--- config.mk ---
export PLATFORM = sky130hd
export DESIGN_NAME = opi_cordic
export DESIGN_NICKNAME = d
export VERILOG_FILES = /design/src/hdl/opi_pkg.sv /design/src/hdl/opi_cordic.sv
export SDC_FILE = /design/constraint.sdc
export NUM_CORES = 1
export LEC_CHECK = 0
export BUFFER_PORTS_ARGS = -buffer_cell sky130_fd_sc_hd__buf_2
export CELL_PAD_IN_SITES_DETAIL_PLACEMENT = 1
export CELL_PAD_IN_SITES_GLOBAL_PLACEMENT = 1
export CORE_ASPECT_RATIO = 1.2
export CORE_UTILIZATION = 40
export CTS_CLUSTER_SIZE = 24
export DETAILED_ROUTE_END_ITERATION = 16
export PLACE_DENSITY = 0.71
export SETUP_SLACK_MARGIN = 0.05
export SLEW_MARGIN = 20
export SYNTH_ARGS = -nofsm -noshare
export SYNTH_HDL_FRONTEND = slang
export SYNTH_SLANG_ARGS = --single-unit
--- constraint.sdc ---
create_clock -name clk -period 7.1 [get_ports clk]
set_input_delay 1.42 -clock clk [delete_from_list [all_inputs] [get_ports clk]]
set_output_delay 1.42 -clock clk [all_outputs]
set_load 0.01 [all_outputs]
--- src/hdl/opi_pkg.sv ---
package opi_pkg;

	localparam int FRAC_BITS         = 16;
	localparam int CORDIC_ITERATIONS = 16;
	localparam int ANG_FRAC          = 24;
	localparam int ANG_SHIFT         = ANG_FRAC - FRAC_BITS;
	localparam int ITERS             = (CORDIC_ITERATIONS > 24) ? 24 : CORDIC_ITERATIONS;
	localparam int CNT_W             = $clog2(ITERS);
	localparam int ATAN_IDX_W        = 5;

	localparam int STEP_W  = 32;
	localparam int DH_W    = 25;
	localparam int HACC_W  = 32;
	localparam int POSE_W  = 48;
	localparam int PH_W    = 27;
	localparam int HW      = 34;
	localparam int ANG_W   = 34;
	localparam int XY_W    = 34;
	localparam int PROD_W  = STEP_W + XY_W;
	localparam int SUM_W   = PROD_W + 1;
	localparam int ROUND_SH = 30;
	localparam int RX_W    = SUM_W - ROUND_SH;
	localparam int ASUM_W  = POSE_W + 1;

	localparam logic signed [XY_W-1:0] CORDIC_KINV = XY_W'(652032874);

	localparam logic signed [HW-1:0] FULL_H    = HW'(longint'(360) << FRAC_BITS);
	localparam logic signed [HW-1:0] HALF_H    = HW'(longint'(180) << FRAC_BITS);
	localparam logic signed [HW-1:0] QUARTER_H = HW'(longint'(90) << FRAC_BITS);

	typedef struct packed {
		logic                    start;
		logic                    neg;
		logic signed [ANG_W-1:0] z;
	} cordic_req_t;

	typedef struct packed {
		logic                   done;
		logic signed [XY_W-1:0] cos_v;
		logic signed [XY_W-1:0] sin_v;
	} cordic_res_t;

	// arctan(2^-i) in degrees, 24 fraction bits
	function automatic logic signed [ANG_W-1:0] atan_q24(input logic [ATAN_IDX_W-1:0] idx);
		logic signed [ANG_W-1:0] v;
		case (idx)
			5'd0:    v = ANG_W'(754974720);
			5'd1:    v = ANG_W'(445687602);
			5'd2:    v = ANG_W'(235489088);
			5'd3:    v = ANG_W'(119537938);
			5'd4:    v = ANG_W'(60000934);
			5'd5:    v = ANG_W'(30029717);
			5'd6:    v = ANG_W'(15018523);
			5'd7:    v = ANG_W'(7509720);
			5'd8:    v = ANG_W'(3754917);
			5'd9:    v = ANG_W'(1877466);
			5'd10:   v = ANG_W'(938734);
			5'd11:   v = ANG_W'(469367);
			5'd12:   v = ANG_W'(234684);
			5'd13:   v = ANG_W'(117342);
			5'd14:   v = ANG_W'(58671);
			5'd15:   v = ANG_W'(29335);
			5'd16:   v = ANG_W'(14668);
			5'd17:   v = ANG_W'(7334);
			5'd18:   v = ANG_W'(3667);
			5'd19:   v = ANG_W'(1833);
			5'd20:   v = ANG_W'(917);
			5'd21:   v = ANG_W'(458);
			5'd22:   v = ANG_W'(229);
			5'd23:   v = ANG_W'(115);
			default: v = '0;
		endcase
		return v;
	endfunction

endpackage

--- src/hdl/opi_cordic.sv ---
module opi_cordic (
	input  logic                 clk,
	input  logic                 arst_n,
	input  opi_pkg::cordic_req_t req,
	output opi_pkg::cordic_res_t res
);
	import opi_pkg::*;

	localparam logic [CNT_W-1:0] LAST = CNT_W'(ITERS - 1);

	logic                    busy_q;
	logic                    done_q;
	logic [CNT_W-1:0]        cnt_q;
	logic signed [XY_W-1:0]  x_q, y_q;
	logic signed [ANG_W-1:0] z_q;
	logic                    neg_q;

	logic signed [XY_W-1:0]  xs, ys, nx, ny;
	logic signed [ANG_W-1:0] nz, at;

	always_comb begin
		xs = x_q >>> cnt_q;
		ys = y_q >>> cnt_q;
		at = atan_q24(ATAN_IDX_W'(cnt_q));
		if (z_q >= 0) begin
			nx = x_q - ys;
			ny = y_q + xs;
			nz = z_q - at;
		end else begin
			nx = x_q + ys;
			ny = y_q - xs;
			nz = z_q + at;
		end
	end

	always_ff @(posedge clk or negedge arst_n) begin
		if (!arst_n) begin
			busy_q <= 1'b0;
			done_q <= 1'b0;
			cnt_q  <= '0;
		end else begin
			done_q <= 1'b0;
			if (req.start) begin
				busy_q <= 1'b1;
				cnt_q  <= '0;
			end else if (busy_q) begin
				cnt_q <= cnt_q + CNT_W'(1);
				if (cnt_q == LAST) begin
					busy_q <= 1'b0;
					done_q <= 1'b1;
				end
			end
		end
	end

	always_ff @(posedge clk) begin
		if (req.start) begin
			x_q   <= CORDIC_KINV;
			y_q   <= '0;
			z_q   <= req.z;
			neg_q <= req.neg;
		end else if (busy_q) begin
			x_q <= nx;
			y_q <= ny;
			z_q <= nz;
		end
	end

	// folded angles come back through a half turn
	assign res.done  = done_q;
	assign res.cos_v = neg_q ? -x_q : x_q;
	assign res.sin_v = neg_q ? -y_q : y_q;

endmodule

# Word-level counts from Yosys, hierarchy flattened

Memory sizes are Yosys's and may differ from the RTL's.
Cells that the tools add are included.

Magnitude comparators: 1
Mux-type cells: 15
Bitwise logic cells: 0
Divide/modulo/power cells: 0
Add/subtract/negate cells: 9
Eq/ne operators: 1
Reductions and logical operators: 1
Shift operators: 2
$mul: 0

Operator list:

| cell                                                 | number |
|---|---|
| two-way mux 34 bit                                   | 7 |
| adder 34 bit                                         | 3 |
| subtractor 34 bit                                    | 3 |
| negator 34 bit                                       | 2 |
| >>> shifter 34 x 4 -> 34 bit                         | 2 |
| >= comparator 34 x 1 -> 1 bit, second input constant | 1 |
| two-way mux 4 bit                                    | 2 |
| two-way mux 1 bit                                    | 6 |
| adder 4 x 1 -> 4 bit, second input constant          | 1 |
| equality test 4 bit, second input constant           | 1 |
| nonzero test 2 bit                                   | 1 |

Register bits after elaboration: 109
Memories kept: 1
Word-level logic and storage cells: 37
Bits of input ports: 38
RAM bits: 0
Latch bits: 0
Memory bits (read-only): 480
Output and inout port bits: 69

Memories:

| name            | words | width | rd ports | clocked after memory_dff | write ports | line          | RTL |
|---|---|---|---|---|---|---|---|
| (no name shown) | 16    | 30    | 1        | 0                        | 0           | opi_pkg.sv:46 | `case (idx)` |

# Longest topological paths before layout

Gate-level depths: netlist (run 1).
An unclocked memory read counts as a cell.

Word-level depth: 5
Depth in mapped cells: 29
Depth with buffers taken out: 24

# Worst setup path before layout (run 1)

No wires, ideal clock.

Kind: reg-to-reg
Start point: register cnt_q[1]
End point: register z_q[30], data pin
Required time: 6.840 ns
Slack: 0.440 ns
Cell stages (with the launch flop): 28
Data arrival time: 6.401 ns
Setup time: 0.260 ns
Path buffers: 5
Period minus slack after synthesis: 6.660 ns
Cell sequence: dfrtp_1 -> clkbuf_1 -> inv_1 -> clkbuf_1 -> buf_1 -> clkbuf_1 -> clkbuf_1 -> ha_1 -> nand2b_1 -> a21oi_1 -> a221oi_1 -> nand4_1 -> or3_1 -> or3_1 -> or2_2 -> nand2_1 -> xor2_1 -> ha_1 -> a21o_1 -> a21o_1 -> a21oi_1 -> o21a_1 -> o21ai_0 -> o21ai_0 -> a21oi_1 -> o41ai_1 -> xnor2_1 -> mux2_2

Word-level cells in the longest chain between the ends: 5
Elaborated cells between the ends (all ways): 6
Those cells by class: add/sub: 2; mux: 3; memory: 1

RTL lines:

| what                                                     | line                               | RTL |
|---|---|---|
| start, declared                                          | opi_cordic.sv:13                   | `logic [CNT_W-1:0] cnt_q;` |
| start signal, assigned                                   | opi_cordic.sv:47                   | `cnt_q <= cnt_q + CNT_W'(1);` |
| memory read (16 x 30 bit) *                              | --                                 |  |
| adder 34 bit / subtractor 34 bit (equally long branches) | opi_cordic.sv:32, opi_cordic.sv:28 |  |
| two-way mux 34 bit *                                     | opi_cordic.sv:25                   | `if (z_q >= 0) begin` |
| two-way mux 34 bit *                                     | opi_cordic.sv:62                   | `end else if (busy_q) begin` |
| two-way mux 34 bit *                                     | opi_cordic.sv:57                   | `if (req.start) begin` |
| end signal, assigned                                     | opi_cordic.sv:60                   | `z_q <= req.z;` |
| end signal, assigned                                     | opi_cordic.sv:65                   | `z_q <= nz;` |
| end, declared                                            | opi_cordic.sv:15                   | `logic signed [ANG_W-1:0] z_q;` |

Mark *: on every way between the ends. The rest lies on a longest branch, timed or not. The select of a mux whose other input is x is not followed.
A chain may end at the register's enable or synchronous reset.

# Worst setup path after layout (run 1)

Start point: register cnt_q[3]
End point: register y_q[33]

Word-level cells in the longest chain between the ends: 3
Elaborated cells between the ends (all ways): 4
Those cells by class: add/sub: 2; shift: 1; mux: 1

RTL lines:

| what                                                     | line                               | RTL |
|---|---|---|
| >>> shifter 34 x 4 -> 34 bit *                           | opi_cordic.sv:22                   | `xs = x_q >>> cnt_q;` |
| subtractor 34 bit / adder 34 bit (equally long branches) | opi_cordic.sv:31, opi_cordic.sv:27 |  |
| two-way mux 34 bit *                                     | opi_cordic.sv:25                   |  |
| end signal, assigned                                     | opi_cordic.sv:64                   | `y_q <= ny;` |
| end, declared                                            | opi_cordic.sv:14                   | `logic signed [XY_W-1:0] x_q, y_q;` |

Mark *: on every way between the ends. The rest lies on a longest branch, timed or not.

==> impl_metrics.ini, run 1 <==
[synthesis]
syn_nets = 2320
synth_area_sq_um = 17000
ys_seq_area_frac = 0.151
yosysTopAreaCellShare = 0.102
synth_edf_count = 35
synth_area_leaders = mux4_2 (10%), ha_1 (8.5%), dfxtp_1 (8.0%)
synth_top_cell_by_area = mux4_2
avgSynthCellArea_sq_um = 7.84
netlist_instances = 2164
synthFlopType = dfxtp_1
synthArstFlopShare = 0.0550
synthDistinctLibCells = 87
ys_warn_count = 0
ys_ff_latch = 109

[pwr]
leakagePower_nw = 7.39
p_per_area_nw_per_um2 = 626
max-vdd-ir-drop_uv = 273

[grt]
overflow = 0
grt_pass1_vias = 17200
antenna_found_initial = 0
grt_pass1_wl_um = 99900
grt_max_degree = 68
grtUsageTotal = 0.299

[critical_path]
critPathMaxFanout = 67
cpLargestDelayFamily = simple AND/OR/NAND/NOR gates
critPathCaptureType = flop
crit_buf_inv = 1
startpoint = cnt_q[3]
crit_cells = 21
r2r_end = y_q[33]
startpoint_type = flop
worstSetupPathType = flop to flop
cp.required_ns = 7.39
reg2reg_depth = 21
critPathMaxStageDelay_ns = 0.67
crit_slowest_cell = dfrtp_4
crit_arrival_ns = 6.87
crit_path_cell_trace = buf_12, mux4_2, mux2_2, mux2i_1, nor4bb_1, nand3_1, nor4_1, nand2_1, nand2_1, xor2_1, ha_1, o21ai_0, nor2_1, nor4_1, o41ai_1, nor3_1, a21oi_1, o311ai_0, and3_1, mux2i_1, mux2_1
r2r_start = cnt_q[3]
r2r_slack_ns = 0.53

[floorplanning]
die_area_sq_um = 43200
ios = 107
fp.dieW_um = 190
rows = 82
die_h_um = 228
start_util = 0.406
core_area_sq_um = 41800

[clock_tree]
clock_sinks = 109
cts_tree = yes
path_clk_slew_ns = 0.08
clockBufferDepth = 2
post-cts-setup-buffers = 0
h-tree-depth = 3
cts_buffers = 9
insertion_delay_ns = 0.41
cts-root-buf = clkbuf_16

[layout]
syn_to_final_growth_pct = 7.75
finalNonFillerCells = 2728
seq_area_sq_um = 2580
layout-drive-gt1-share = 0.154
multi_input_area_sq_um = 13500
fillerInstances = 5114
antennaDiodeCount = 0
nets = 2333

[detailed_routing]
firstDrtPassIters = 5
drc = 0
vias = 17000
first_iter_violations = 1232
drtAntennaViolNets = 0
wl_per_cell_um = 23.4
wl_um = 63900
via_per_inst = 6.23

[timing]
slew_viol_final = 0
maxSlewHeadroom = 0.318
hold_violations = 0
clock_skew_ns = 0.0178
clock.fmax_mhz = 152
tns_ns = 0
worstMarginPinSlew_ns = 1.01
layout_setup_ws_ns = 0.526
finalSetupViolCount = 0
period_needed_ns = 6.57
timing.hold.ws_ns = 0.663
rsz0062_at_grt = false
period_share = 0.926

[run]
drv_cap = 0

[min_path]
hold_end = x_q[0]
hold_depth = 2
hold_class = flop to flop
min-delay-start = x_q[0]

[placed_design]
place_inst = 2712
port_buffers = 106
gp_congestion = 0.977
hpwlAfterDp_um = 50000
pre_cts_ws_ns = 0.590

[outcome]
run_status = finished clean
[synth_stat cells (8+ instances only)]
library cell / instances
a211oi_1: 31
a21boi_0: 13
a21o_1: 37
a21oi_1: 147
a22o_1: 9
a31o_2: 8
a31oi_1: 23
and2_1: 14
and3_1: 16
buf_1: 28
buf_2: 22
clkbuf_1: 106
dfxtp_1: 68
edfxtp_1: 35
ha_1: 115
inv_1: 59
mux2_2: 31
mux2i_1: 59
mux4_2: 77
nand2_1: 263
nand2b_1: 35
nand3_1: 38
nand3b_1: 8
nand4_1: 18
nor2_1: 163
nor2b_1: 24
nor3_1: 39
o211ai_1: 15
o21a_1: 24
o21ai_0: 157
o21bai_1: 18
o31ai_1: 36
o41ai_1: 17
or2_2: 14
or3_1: 22
or4_1: 9
xnor2_1: 149
xor2_1: 72
[sequential cells by signal (all words and copies together) (netlist names)]
| name | count |
|---|---|
| busy_q | 1 |
| y_q | 34 |
| z_q | 34 |
| x_q | 34 |
| done_q | 1 |
| neg_q | 1 |
| cnt_q | 4 |
[placed cells by master, fill, tap and decap left out, types with 17 or more instances in the layout]
cell and n:
nand2_1 263, nor2_1 163, o21ai_0 157, xnor2_1 149
a21oi_1 147, ha_1 115, buf_2 105, mux4_2 77
xor2_1 72, dfxtp_1 68, buf_4 60, inv_1 58
mux2i_1 58, nor3_1 39, nand3_1 38, a21o_1 37
o31ai_1 36, nand2b_1 35, edfxtp_1 35, mux2_2 31
a211oi_1 31, nor2b_1 24, o21a_1 24, a31oi_1 23
or3_1 22, o21bai_1 18, nand4_1 18, o41ai_1 17
[routing by layer]
metal	vias up	wire, um	GRT usage	part of all wire
li1	7974	-	-	-
met1	8428	26700	0.366	0.42
met2	477	31500	0.524	0.49
met3	126	3060	0.0368	0.048
met4	0	2710	0.135	0.042
met5	-	0	0	0
[layout make-up]
type | instances | area share
Multi-Input combinational cell | 1830 | 0.738
Inverter | 60 | 0.0125
Timing Repair Buffer | 167 | 0.0556
Clock inverter | 3 | 0.00103
Tap cell | 546 | 0.0374
Clock buffer | 13 | 0.0142
Sequential cell | 109 | 0.141
[cells by family (layout without fill, tap and decap cells)]
logic type | count (synthesis) | count (layout) | share of synthesized area
AND/OR/NAND/NOR | 700 | 700 | 0.196
multiplexers | 169 | 169 | 0.159
flip-flops | 109 | 109 | 0.151
XOR/XNOR | 221 | 221 | 0.114
buffers and inverters | 225 | 243 | 0.0539
adder cells (fa/ha/maj) | 118 | 118 | 0.0884
AO/OA/AOI/OAI | 622 | 622 | 0.238
[through the flow]
step | instance area (sq um) | power, W | utilization
after global placement | 18000 | 0.0106 | 0.431
after global routing | 18300 | 0.0125 | 0.438
after floorplan | 17000 | 0.00834 | -
final | 18300 | 0.0114 | 0.438
after CTS | 18300 | 0.0114 | 0.437
after detailed placement | 18000 | 0.0108 | 0.431
[worst max path at each step]
stage / endpoint / slack, ns
floorplan: z_q[30] / 0.44
global placement: x_q[33] / 0.72
detailed placement: x_q[33] / 0.59
CTS: x_q[33] / 0.55
global route: y_q[33] / 0.05
finish: y_q[33] / 0.53
[timing repair]
action,4_1_cts,5_1_grt
hold buffers,0,0
endpoints found under the setup margin,0,2
resized for setup,0,2
[worst min-delay path, delay by kind of cell (launching register included)]
kind | cells | cell delay, ns
flops | 1 | 0.42
simple gates | 1 | 0.14
compound gates | 1 | 0.06
[power breakdown]
group / internal (W) / switching (W)
Clock: 0.000258 / 0.000285
Sequential: 0.000998 / 0.000593
Combinational: 0.00404 / 0.00527
(Power assumes the default switching activity.)
==> run 2: changes to the inputs <==
==> constraint.sdc (replaced) <==
create_clock -name clk -period 7.1 [get_ports clk]
set_input_delay 0.71 -clock clk [delete_from_list [all_inputs] [get_ports clk]]
set_output_delay 0.71 -clock clk [all_outputs]
set_load 0.01 [all_outputs]
==> run 2 against run 1 <==
Against the previous run: design area hardly changed; sequential share of layout area hardly changed; die area stayed put; setup slack worse by 0.022 ns; first-iteration DRC count is 4.8% lower; highest routed layer is now met5; clock-buffer cell count is 2 lower; fmax is 0.34% lower; critical endpoint is now x_q[33]; wire length is 0.18% higher.
==> impl_metrics.ini, run 2 (same netlist as run 1, synthesis figures left out) <==
[grt]
grt_use_met1 = 0.364
busiest_layer = met2
use_met2 = 0.519
met3_usage = 0.0344
antenna_found_initial = 1
grt_pass1_wl_um = 99300
overflow = 0
grtUsageTotal = 0.298
grt_max_degree = 68
grt_pass1_vias = 17000

[placed_design]
port_buffers = 106
hpwlAfterDp_um = 50200
place_inst = 2712
place_area_sq_um = 18000
gp_congestion = 0.981

[floorplanning]
core_area_sq_um = 41800
fp.dieW_um = 190
ios = 107
die_area_sq_um = 43200
start_util = 0.406
rows = 82
die_h_um = 228

[layout]
nets = 2333
fillerInstances = 5111
finalNonFillerCells = 2728
antennaDiodeCount = 0
layout_common_cells = nand2_1 (263), nor2_1 (163), o21ai_0 (157), xnor2_1 (149), a21oi_1 (147)
reg_top3 = x_q x34, y_q x34, z_q x34
syn_to_final_growth_pct = 7.77
final_area_sq_um = 18300
layout-drive-gt1-share = 0.154
layout_commonest_cell = nand2_1

[detailed_routing]
drtAntennaViolNets = 0
via_per_inst = 6.24
first_iter_violations = 1173
drc = 0
firstDrtPassIters = 6
wl_um = 64000
vias = 17000
wl_per_cell_um = 23.5

[clock_tree]
post-cts-setup-buffers = 0
clockBufferDepth = 2
cts_tree = yes
insertion_delay_ns = 0.42
cts_buffers = 9
cts.repair.resized = 0
clock_sinks = 109
h-tree-depth = 3
path_clk_slew_ns = 0.08
cts-root-buf = clkbuf_16
cts_hold_buf = 0

[timing]
period_share = 0.929
slew_viol_final = 0
clock_skew_ns = 0.0138
tns_ns = 0
rsz0062_at_grt = false
timing.hold.ws_ns = 0.120
period_needed_ns = 6.60
hold_violations = 0
worstMarginPinSlew_ns = 0.846
clock.fmax_mhz = 152
maxSlewHeadroom = 0.434
finalSetupViolCount = 0

[critical_path]
cp.required_ns = 7.40
startpoint_type = flop
critPathMaxFanout = 45
critPathCaptureType = flop
worstSetupPathType = flop to flop
crit_arrival_ns = 6.90

[outcome]
run_status = finished clean

[run]
drv_cap = 0

[min_path]
hold_class = input pin to asynchronous set/reset pin
-- run 2: changes by cell type in the layout (fill, tap and decap cells not counted), sizes merged --
cell,delta
inv,+4
clkinv,-1
clkbuf,-2
clkinvlp,-1
-- run 2: path summary, 6_finish.rpt --
kind	startpoint	to	slack (ns)	depth (start not counted)
worst min-delay path	arst_n	cnt_q[1]	0.12	1
worst min register to register	x_q[0]	x_q[0]	0.65	2
worst max register to register	cnt_q[2]	x_q[33]	0.50	21
max in group asynchronous	arst_n	cnt_q[2]	6.80	1
min in group clk	req[34]	neg_q	0.48	1
worst max-delay path	cnt_q[2]	x_q[33]	0.50	21
-- run 2: cell type report --
class                      instances  area, sq um  area share
sequential                       109         2580       0.141
clock inverter                     5         32.5     0.00178
timing repair buffer             167         1020      0.0556
inverter                          60          225      0.0123
tap                              546          683      0.0374
multi-input combinational       1830        13500       0.738
clock buffer                      11          253      0.0138
-- run 2: through the flow --
step	utilization	setup slack [ns]
floorplan	-	0.440
global placement	0.431	0.738
detailed placement	0.431	0.640
CTS	0.438	0.599
global route	0.438	0.0955
finish	0.438	0.504
-- run 2: worst max-delay path, stage by stage, from the launching register on --
cell      delay (ns)
dfrtp_4         0.71
inv_1           0.38
buf_4           0.26
buf_4           0.33
mux4_2          0.61
nor2_1          0.17
o2111a_1        0.27
nand2_1         0.20
or3_1           0.45
o21ai_1         0.21
xor2_1          0.17
ha_1            0.34
and3_1          0.26
and3_1          0.22
nand3_1         0.08
o21ai_0         0.09
a21oi_1         0.34
o21ai_0         0.33
a211oi_1        0.38
nor3_1          0.09
nor3_1          0.21
mux2_1          0.33
-- run 2: per-layer routing --
| layer | share of wire | routed length, um |
|---|---|---|
| met5 | 0.00020 | 13 |
| met4 | 0.043 | 2770 |
| met2 | 0.49 | 31700 |
| met3 | 0.047 | 2990 |
| met1 | 0.42 | 26600 |
Power of run 2 is left out: the tool's default activity adds up to more than one toggle a clock period on the data nets, which glitch-free logic cannot reach.
==> run 3: changes to the inputs <==
--- a/config.mk
+++ b/config.mk
@@ -9,10 +9,10 @@
 export CELL_PAD_IN_SITES_DETAIL_PLACEMENT = 1
 export CELL_PAD_IN_SITES_GLOBAL_PLACEMENT = 1
 export CORE_ASPECT_RATIO = 1.2
-export CORE_UTILIZATION = 40
+export CORE_UTILIZATION = 43
 export CTS_CLUSTER_SIZE = 24
 export DETAILED_ROUTE_END_ITERATION = 16
-export PLACE_DENSITY = 0.71
+export PLACE_DENSITY = 0.76
 export SETUP_SLACK_MARGIN = 0.05
 export SLEW_MARGIN = 20
 export SYNTH_ARGS = -nofsm -noshare
==> run 3 against run 2 <==
Against the previous run: non-clock buffer count fell by 5; global-route usage increased by 3.2 points; hold slack gained 0.00076 ns; clock-buffer cell count shrank 2; sequential cell count unchanged; die area down 6.9%; clock skew grew 0.0013 ns; fmax increased by 0.35%; wire length up 3.1%; first-iteration DRC count rose by 4.3%; design area shrank 0.25%; critical path type unchanged.
==> impl_metrics.ini, run 3 (same netlist as run 1, synthesis figures left out) <==
[clock_tree]
path_clk_slew_ns = 0.09
cts_tree = yes
cts_buffers = 9
clockBufferDepth = 2
h-tree-depth = 3
clock_sinks = 109
cts-root-buf = clkbuf_16
insertion_delay_ns = 0.41

[layout]
nets = 2328
utilization = 0.469
layout_common_cells = nand2_1 (263), nor2_1 (163), o21ai_0 (157), xnor2_1 (149), a21oi_1 (147)
finalNonFillerCells = 2703
syn_to_final_growth_pct = 7.50
fillerInstances = 4807
layout-drive-gt1-share = 0.152
layout_commonest_cell = nand2_1
antennaDiodeCount = 0
reg_top3 = x_q x34, y_q x34, z_q x34

[critical_path]
cp.required_ns = 7.39
crit_arrival_ns = 6.86
critPathMaxFanout = 16
critPathCaptureType = flop
worstSetupPathType = flop to flop
startpoint_type = flop
reg2reg_depth = 23

[detailed_routing]
wl_um = 66000
wl_per_cell_um = 24.4
firstDrtPassIters = 5
drc = 0
vias = 17200
first_iter_violations = 1223
via_per_inst = 6.37
drtAntennaViolNets = 0

[grt]
grtUsageTotal = 0.330
antenna_found_initial = 0
grt_max_degree = 77
overflow = 0
grt_pass1_wl_um = 102000
grt_pass1_vias = 17400

[floorplanning]
core_area_sq_um = 38800
fp.dieW_um = 183
die_area_sq_um = 40200
start_util = 0.437
rows = 79
die_h_um = 220
ios = 107

[timing]
maxSlewHeadroom = 0.305
period_needed_ns = 6.57
period_share = 0.926
clock.fmax_mhz = 152
tns_ns = 0
clock_skew_ns = 0.0152
finalSetupViolCount = 0
timing.hold.ws_ns = 0.121
slew_viol_final = 0
hold_violations = 0
worstMarginPinSlew_ns = 1.03
rsz0062_at_grt = false

[min_path]
hold_class = input pin to asynchronous set/reset pin

[outcome]
run_status = finished clean

[placed_design]
port_buffers = 106
place_inst = 2685
gp_congestion = 0.984
hpwlAfterDp_um = 50500

[run]
drv_cap = 0
[run 3: cell count changes in the layout (fill, tap and decap cells not counted), sizes merged]
cell      before  now
clkinv         0    2
inv           64   62
bufinv         0    1
clkinvlp       1    2
buf          167  162
clkbuf        11    9
[run 3: final timing paths]
path	startpoint	end	slack, ns
max reg2reg	cnt_q[0]	x_q[33]	0.53
max	cnt_q[0]	x_q[33]	0.53
min reg2reg	x_q[0]	x_q[0]	0.66
min in group clk	req[34]	neg_q	0.49
max in group asynchronous	arst_n	cnt_q[0]	6.80
min	arst_n	done_q	0.12
[run 3: per-stage QoR]
stage / worst slack (ns) / area [sq um]
after floorplan: 0.440 / 17000
after global placement: 0.612 / 17900
after detailed placement: 0.416 / 17900
after CTS: 0.347 / 18200
after global routing: 0.0722 / 18200
final: 0.527 / 18200
[run 3: metal layers]
| metal | up-vias | track usage | routed length, um |
|---|---|---|---|
| li1 | 7975 | - | - |
| met1 | 8614 | 0.402 | 27700 |
| met2 | 504 | 0.571 | 32300 |
| met3 | 131 | 0.0459 | 3180 |
| met4 | 0 | 0.157 | 2880 |
| met5 | - | 0 | 0 |
[run 3: final cells by class]
| cell class | instances | area, sq um | share of cell area |
|---|---|---|---|
| Sequential cell | 109 | 2580 | 0.141 |
| Multi-Input combinational cell | 1830 | 13500 | 0.740 |
| Tap cell | 526 | 658 | 0.0361 |
| Clock buffer | 9 | 225 | 0.0124 |
| Inverter | 60 | 229 | 0.0126 |
| Clock inverter | 7 | 82.6 | 0.00453 |
| Timing Repair Buffer | 162 | 973 | 0.0534 |
[run 3: timing repair]
| item | in CTS | in global routing |
|---|---|---|
| buffers inserted | 0 | 2 |
| setup endpoints to repair | 0 | 2 |
| gates resized for setup | 0 | 2 |
| hold buffers | 0 | 0 |
[run 3: worst max-delay path: stages (launching register included)]
cell and delay [ns]:
dfrtp_4 0.61, clkinvlp_4 0.44, buf_4 0.33, a21boi_0 0.24, mux4_2 0.33, nand2_1 0.07
o21ai_0 0.17, ha_1 0.29, o2111a_1 0.26, nand2_1 0.19, or3_1 0.44, o21ai_1 0.17
xor2_1 0.18, ha_1 0.34, and3_1 0.27, and2_1 0.17, a221oi_1 0.42, nor2_1 0.10
a21oi_1 0.15, o21ai_0 0.25, a211oi_1 0.37, nor3_1 0.09, nor3_1 0.21, mux2_1 0.35
Power of run 3 is left out for the same reason.
